--- src/hdl/ppu_pkg.sv ---
// ----------------------------------------------------------------------------
// ppu_pkg
// Shared types and constants of the particle physics update unit: payload
// records of both streaming channels, configuration register set and the
// register map of the APB port.
// ----------------------------------------------------------------------------
package ppu_pkg;

    // apb address width: eight 32-bit registers at byte addresses 4*i
    localparam int ADDR_W = 5;
    localparam int DATA_W = 32;
    localparam int IDX_W  = 3;

    // register indexes
    localparam logic [IDX_W-1:0] REG_TIME_STEP   = 3'd0;
    localparam logic [IDX_W-1:0] REG_GRAVITY_X   = 3'd1;
    localparam logic [IDX_W-1:0] REG_GRAVITY_Y   = 3'd2;
    localparam logic [IDX_W-1:0] REG_GRAVITY_Z   = 3'd3;
    localparam logic [IDX_W-1:0] REG_DRAG_COEFF  = 3'd4;
    localparam logic [IDX_W-1:0] REG_COLOR_BIRTH = 3'd5;
    localparam logic [IDX_W-1:0] REG_COLOR_DEATH = 3'd6;
    localparam logic [IDX_W-1:0] REG_SCALE_PAIR  = 3'd7;

    // input particle record
    typedef struct packed {
        logic               is_alive;
        logic signed [31:0] life_left;
        logic        [31:0] life_inverse;
        logic signed [31:0] vel_x;
        logic signed [31:0] vel_y;
        logic signed [31:0] vel_z;
        logic signed [31:0] pos_x;
        logic signed [31:0] pos_y;
        logic signed [31:0] pos_z;
    } t_ppu_in;

    // advanced particle record
    typedef struct packed {
        logic               alive_out;
        logic signed [31:0] life_out;
        logic signed [31:0] vel_x_out;
        logic signed [31:0] vel_y_out;
        logic signed [31:0] vel_z_out;
        logic signed [31:0] pos_x_out;
        logic signed [31:0] pos_y_out;
        logic signed [31:0] pos_z_out;
        logic        [31:0] rgba_out;
        logic signed [15:0] scale_out;
    } t_ppu_out;

    // configuration register set
    typedef struct packed {
        logic        [15:0] time_step;
        logic signed [31:0] gravity_x;
        logic signed [31:0] gravity_y;
        logic signed [31:0] gravity_z;
        logic        [15:0] drag_coeff;
        logic        [31:0] color_birth;
        logic        [31:0] color_death;
        logic        [31:0] scale_pair;
    } t_ppu_cfg;

endpackage

--- src/hdl/ppu_regs.sv ---
// ----------------------------------------------------------------------------
// ppu_regs
// APB register file of the particle update unit. Zero wait states; writes
// land at the access phase, reads return the addressed register.
// ----------------------------------------------------------------------------
module ppu_regs (
    input  logic                        i_clk,
    input  logic                        i_rst_n,
    input  logic                        psel,
    input  logic                        penable,
    input  logic                        pwrite,
    input  logic [ppu_pkg::ADDR_W-1:0]  paddr,
    input  logic [ppu_pkg::DATA_W-1:0]  pwdata,
    output logic [ppu_pkg::DATA_W-1:0]  prdata,
    output logic                        pready,
    output ppu_pkg::t_ppu_cfg           o_cfg
);

    ppu_pkg::t_ppu_cfg           r_cfg;
    ppu_pkg::t_ppu_cfg           n_cfg;
    logic [ppu_pkg::IDX_W-1:0]   w_idx;
    logic                        w_wr;

    assign pready = 1'b1;
    assign w_idx  = paddr[ppu_pkg::ADDR_W-1:2];
    assign w_wr   = psel && penable && pwrite;
    assign o_cfg  = r_cfg;

    // write decode
    always_comb begin
        n_cfg = r_cfg;
        if (w_wr) begin
            unique case (w_idx)
                ppu_pkg::REG_TIME_STEP:   n_cfg.time_step   = pwdata[15:0];
                ppu_pkg::REG_GRAVITY_X:   n_cfg.gravity_x   = pwdata;
                ppu_pkg::REG_GRAVITY_Y:   n_cfg.gravity_y   = pwdata;
                ppu_pkg::REG_GRAVITY_Z:   n_cfg.gravity_z   = pwdata;
                ppu_pkg::REG_DRAG_COEFF:  n_cfg.drag_coeff  = pwdata[15:0];
                ppu_pkg::REG_COLOR_BIRTH: n_cfg.color_birth = pwdata;
                ppu_pkg::REG_COLOR_DEATH: n_cfg.color_death = pwdata;
                ppu_pkg::REG_SCALE_PAIR:  n_cfg.scale_pair  = pwdata;
                default:                  n_cfg = r_cfg;
            endcase
        end
    end

    // register storage
    always_ff @(posedge i_clk) begin
        if (!i_rst_n) begin
            r_cfg <= '0;
        end else begin
            r_cfg <= n_cfg;
        end
    end

    // read mux
    always_comb begin
        unique case (w_idx)
            ppu_pkg::REG_TIME_STEP:   prdata = {16'b0, r_cfg.time_step};
            ppu_pkg::REG_GRAVITY_X:   prdata = r_cfg.gravity_x;
            ppu_pkg::REG_GRAVITY_Y:   prdata = r_cfg.gravity_y;
            ppu_pkg::REG_GRAVITY_Z:   prdata = r_cfg.gravity_z;
            ppu_pkg::REG_DRAG_COEFF:  prdata = {16'b0, r_cfg.drag_coeff};
            ppu_pkg::REG_COLOR_BIRTH: prdata = r_cfg.color_birth;
            ppu_pkg::REG_COLOR_DEATH: prdata = r_cfg.color_death;
            ppu_pkg::REG_SCALE_PAIR:  prdata = r_cfg.scale_pair;
            default:                  prdata = '0;
        endcase
    end

endmodule

--- config.mk ---
export PLATFORM = sky130hd
export DESIGN_NAME = ppu_regs
export DESIGN_NICKNAME = d
export VERILOG_FILES = /design/src/hdl/ppu_pkg.sv /design/src/hdl/ppu_regs.sv
export SDC_FILE = /design/constraint.sdc
export NUM_CORES = 1
export LEC_CHECK = 0
export BUFFER_PORTS_ARGS = -buffer_cell sky130_fd_sc_hd__buf_4
export CORE_UTILIZATION = 51
export CTS_CLUSTER_DIAMETER = 150
export DETAILED_ROUTE_END_ITERATION = 12
export PLACE_DENSITY_LB_ADDON = 0.3
export SLEW_MARGIN = 25
export SYNTH_ARGS = -nofsm -noshare
export SYNTH_HDL_FRONTEND = slang
export SYNTH_SLANG_ARGS = --single-unit
--- constraint.sdc ---
create_clock -name i_clk -period 5.2 [get_ports i_clk]
set_clock_uncertainty 0.15 [all_clocks]
set_input_delay 1.04 -clock i_clk [delete_from_list [all_inputs] [get_ports i_clk]]
set_output_delay 1.04 -clock i_clk [all_outputs]
set_load 0.005 [all_outputs]
## Word level (Yosys, flattened, before mapping)

Index checks and enable logic that the tools add are counted.

- Register bits: 224
- Latch bits: 0
- Bits in writable memories: 0
- Bits in read-only memories: 0
- Input bits: 42
- Word-level logic and storage cells: 27
- Memories kept: 0

- $add $sub $neg: 0
- Multipliers: 0
- Divide/modulo/power cells: 0
- $lt $le $gt $ge: 0
- Equal/unequal tests: 7
- Shift operators: 0
- Muxes and demuxes: 1
- Bitwise gates (word level): 0
- Reductions and logical operators: 11

Operators by type and width:

| kind | number |
|---|---|
| one-hot mux 32 bit (8 select lines) | 1 |
| AND reduction 2 bit | 8 |
| == test 3 bit, second input constant | 4 |
| == test 3 x 2 -> 1 bit, second input constant | 2 |
| == test 3 x 1 -> 1 bit, second input constant | 1 |
| logical NOT 3 bit | 1 |
| logical AND 1 bit | 2 |

## Longest topological paths before layout

- Depth after elaboration: 3
- Mapped depth: 7
- Depth with buffers taken out: 4

## Worst setup path after synthesis

Ideal clock, no wire load.

- Kind: input to output
- Start point: in paddr[3] (netlist bit)
- End point: out prdata[22] (netlist bit)
- Arrival: 2.193 ns
- Required time: 4.010 ns
- Path slack: 1.817 ns
- Cell stages on the path: 6
- Cell sequence: buf_2 buf_2 buf_2 mux2_2 a221oi_1 a21oi_1

- Cells in the longest elaborated chain, start to end: 2
- Elaborated cells on any way between the ends: 9
- Classes of those cells: eq/ne: 7; mux: 1; reduce/logical: 1

Ends and longest elaborated chain:

| element | line | RTL |
|---|---|---|
| start, declared | ppu_regs.sv:12 | `input logic [ppu_pkg::ADDR_W-1:0] paddr,` |
| == test 3 bit, or another cell as far along | ppu_regs.sv:58 | `unique case (w_idx)` |
| one-hot mux 32 bit (8 select lines) * | ppu_regs.sv:58 |  |
| end, declared | ppu_regs.sv:14 | `output logic [ppu_pkg::DATA_W-1:0] prdata,` |

Every way passes the cells marked *; elsewhere a longest branch is shown, timed or not.

## Worst setup path after layout

- Start point: in paddr[3] (netlist bit)
- End point: out prdata[0] (netlist bit)

Same word-level chain as after synthesis.

==> key figures <==
Status
  • Status: finished clean

Critical path
  • CP arrival: 3.16 ns
  • Setup crit start: paddr[3]
  • Worst flop-to-flop path endpoint: o_cfg[103]$_SDFFE_PN0P_
  • Crit. End Element: output pin
  • CP Max Fanout: 39
  • Register-to-register path setup slack: 4.25 ns
  • WP data required: about 4.0 ns
  • Startpoint Class: input port
  • Crit Path Category: in2out
  • End point of the critical path: prdata[0]
  • Worst r2r path cells: 2
  • R2r startpoint: o_cfg[103]$_SDFFE_PN0P_

STA
  • Slew Viols, Final: 0
  • RSZ-0062 raised after global routing: false
  • Final Hold Vio Count: 0
  • Post-route setup slack: around 0.85 ns
  • Final setup violation count: 0
  • Min Tclk post-route: between 4 and 5 ns
  • Tcrit/Tclk final: 0.836
  • Post-route setup TNS: 0 ns
  • Max frequency: between 200 and 250 MHz
  • Measured slew at the worst slew-check pin: about 1.1 ns
  • Worst slew margin: 0.282

Global routing
  • Tot GR Track Use: 0.332
  • Vias in the first global route: about 9400
  • First-pass GRT wire length: 52900 um
  • Largest net degree at the start of global routing: 121
  • Antenna violations before repair: 0
  • Global route overflow: 0

Routing
  • DR iter-0 viols: around 570
  • DRC errors left: 0
  • Vias: 10100
  • Total wire length: 35400 um
  • DR vias/cell: 5.72
  • Final ANT Viol Nets: 0
  • Initial DRT Pass Iterations: 5
  • Routed wire per std cell: slightly above 20 um

Final layout
  • Post-layout instance area: 0.0132 sq mm
  • Layout cells sized above 1: 0.256
  • Layout area overhead: 27.9%
  • Commonest cells after routing, fill and taps aside: 433 x nand2_1, 305 x buf_4, 224 x dfxtp_1
  • Layout fillers: 1712
  • Diodes inserted: 0
  • Final-stage net count: about 1500
  • Area of the multi-input gates: 0.00525 sq mm
  • Largest register FFs: roughly 220
  • Commonest non-fill, non-tap cell in the layout: nand2_1
  • FF+latch area: 0.00448 sq mm

Pwr
  • Switching share of power: 0.236
  • Pwr Density: 277 mW/mm^2
  • Maximum vdd drop: 277 uV
  • Psw: a little under 0.0009 W
  • Int Pwr: 0.00280 W
  • Pwr Total: 0.00367 W
  • Combinational Power Share: 0.074
  • Power share of the clock group: 0.452
  • Static leakage: slightly above 5 nW
  • Sequential share of power: 0.474

Synthesis
  • Ys flop type: dfxtp_1
  • EDFF count, synth: 0
  • Post-synth net total: between 1000 and 1500
  • Ys Warns: 0
  • Ys async rst share: 0
  • Synth cell types: 37
  • Post-synthesis sequential area ratio: 0.433
  • Mapped Area: roughly 0.010 sq mm
  • Synth Instances: 1279
  • Post-Syn Area per Cell: 8.10 sq um
  • Synth Register Bits: between 200 and 250

Clock network
  • CTS clk-pin slew, worst paths: 0.06 ns
  • Hold buffers post-CTS: 0
  • Root Driver: clkbuf_16
  • Clock H-tree levels: 1
  • Postcts setup bufs: 0
  • Post-CTS Resized: 0
  • CTS tree: yes
  • Maximum clock insertion buffer count: 3
  • Clock Latency Late Sink: 0.52 ns
  • Clock sinks: between 200 and 250
  • CTS buffer count: 24

Run
  • Maxcap violations: 0

Floorplanning
  • Die Area: ~0.021 sq mm
  • Top Ports: roughly 300
  • Die Wd: 145 um
  • Starting density of the core: 0.527
  • Die height: about 140 um
  • Std cell rows: 51
  • Core ar.: 0.0197 sq mm

Placed design
  • DPL Wire Length: 21900 um
  • Port Buffers: ~300
  • Dpl ws: 0.929 ns
  • Post-DP Area: 0.0125 sq mm
  • Final RePlAce weighted congestion: approximately 0.8

Min path
  • Hold WC Path Type: reg2reg
routing by layer:
layer	part of all wire	track usage	vias to the layer above
li1	-	-	4699
met1	0.40	0.420	4825
met2	0.47	0.563	504
met3	0.099	0.0702	61
met4	0.027	0.103	0
met5	0	0	-
worst min path at each step:
stage / startpoint / endpoint / slack, ns / cells after the start
2_1_floorplan: o_cfg[149]$_SDFFE_PN0P_ / o_cfg[149]$_SDFFE_PN0P_ / 0.31 / 2
3_3_place_gp: o_cfg[207]$_SDFFE_PN0P_ / o_cfg[207]$_SDFFE_PN0P_ / 0.31 / 2
3_5_place_dp: o_cfg[69]$_SDFFE_PN0P_ / o_cfg[69]$_SDFFE_PN0P_ / 0.31 / 2
4_1_cts: o_cfg[69]$_SDFFE_PN0P_ / o_cfg[69]$_SDFFE_PN0P_ / 0.32 / 2
5_1_grt: o_cfg[68]$_SDFFE_PN0P_ / o_cfg[68]$_SDFFE_PN0P_ / 0.34 / 2
6_report: o_cfg[69]$_SDFFE_PN0P_ / o_cfg[69]$_SDFFE_PN0P_ / 0.32 / 2
critical path, cell delays in order:
cell and delay (ns):
buf_4 0.50, nor2b_4 0.64, buf_4 0.32, a22o_1 0.17
a221oi_1 0.08, nor2_1 0.21, buf_4 0.15
cell families (layout without fill, tap and decap cells):
| kind of cell | after synthesis | in the layout | share of synthesized area |
|---|---|---|---|
| AND/OR/NAND/NOR | 512 | 512 | 0.199 |
| multiplexers | 43 | 43 | 0.0465 |
| buffers and inverters | 146 | 365 | 0.0646 |
| other | 1 | 1 | 0.000362 |
| flip-flops | 224 | 224 | 0.433 |
| AO/OA/AOI/OAI | 353 | 353 | 0.257 |
stage by stage:
step	hold slack, ns	instances	utilization
final	0.319	1763	0.674
after global routing	0.338	1763	0.674
after CTS	0.321	1762	0.672
after detailed placement	0.313	1723	0.634
after global placement	0.307	1723	0.634
after floorplan	0.309	1279	-
area by class of cell:
class                           instances  share of cell area
Timing Repair Buffer                  308               0.178
Multi-Input combinational cell        909               0.397
Clock inverter                          5             0.00463
Clock buffer                           34              0.0520
Sequential cell                       224               0.339
Inverter                               18             0.00510
Tap cell                              265              0.0250
synthesized netlist by cell type (5+ instances only):
cell type | number | area share
a221oi_1 | 39 | 0.033
a22o_1 | 19 | 0.016
clkbuf_1 | 66 | 0.024
buf_4 | 18 | 0.013
nand2b_1 | 17 | 0.010
a21boi_0 | 168 | 0.12
inv_1 | 18 | 0.0065
nor2b_1 | 5 | 0.0030
mux2i_1 | 20 | 0.019
a21boi_1 | 56 | 0.041
mux2_2 | 21 | 0.023
o21ai_0 | 16 | 0.0077
nand2_1 | 433 | 0.16
a22oi_1 | 11 | 0.0080
nor2_1 | 37 | 0.013
dfxtp_1 | 224 | 0.43
buf_2 | 43 | 0.021
a21oi_1 | 22 | 0.011
o2bb2ai_1 | 14 | 0.012
or2_2 | 5 | 0.0030
power by group through the flow:
| stage | logic, W | registers, W | clock network (W) |
|---|---|---|---|
| 2_1_floorplan | 0.000154 | 0.00178 | 0 |
| 3_3_place_gp | 0.000263 | 0.00178 | 0 |
| 3_5_place_dp | 0.000266 | 0.00178 | 0 |
| 4_1_cts | 0.000267 | 0.00174 | 0.00167 |
| 5_1_grt | 0.000287 | 0.00174 | 0.00174 |
| 6_report | 0.000271 | 0.00174 | 0.00166 |
(Power assumes the default switching activity.)
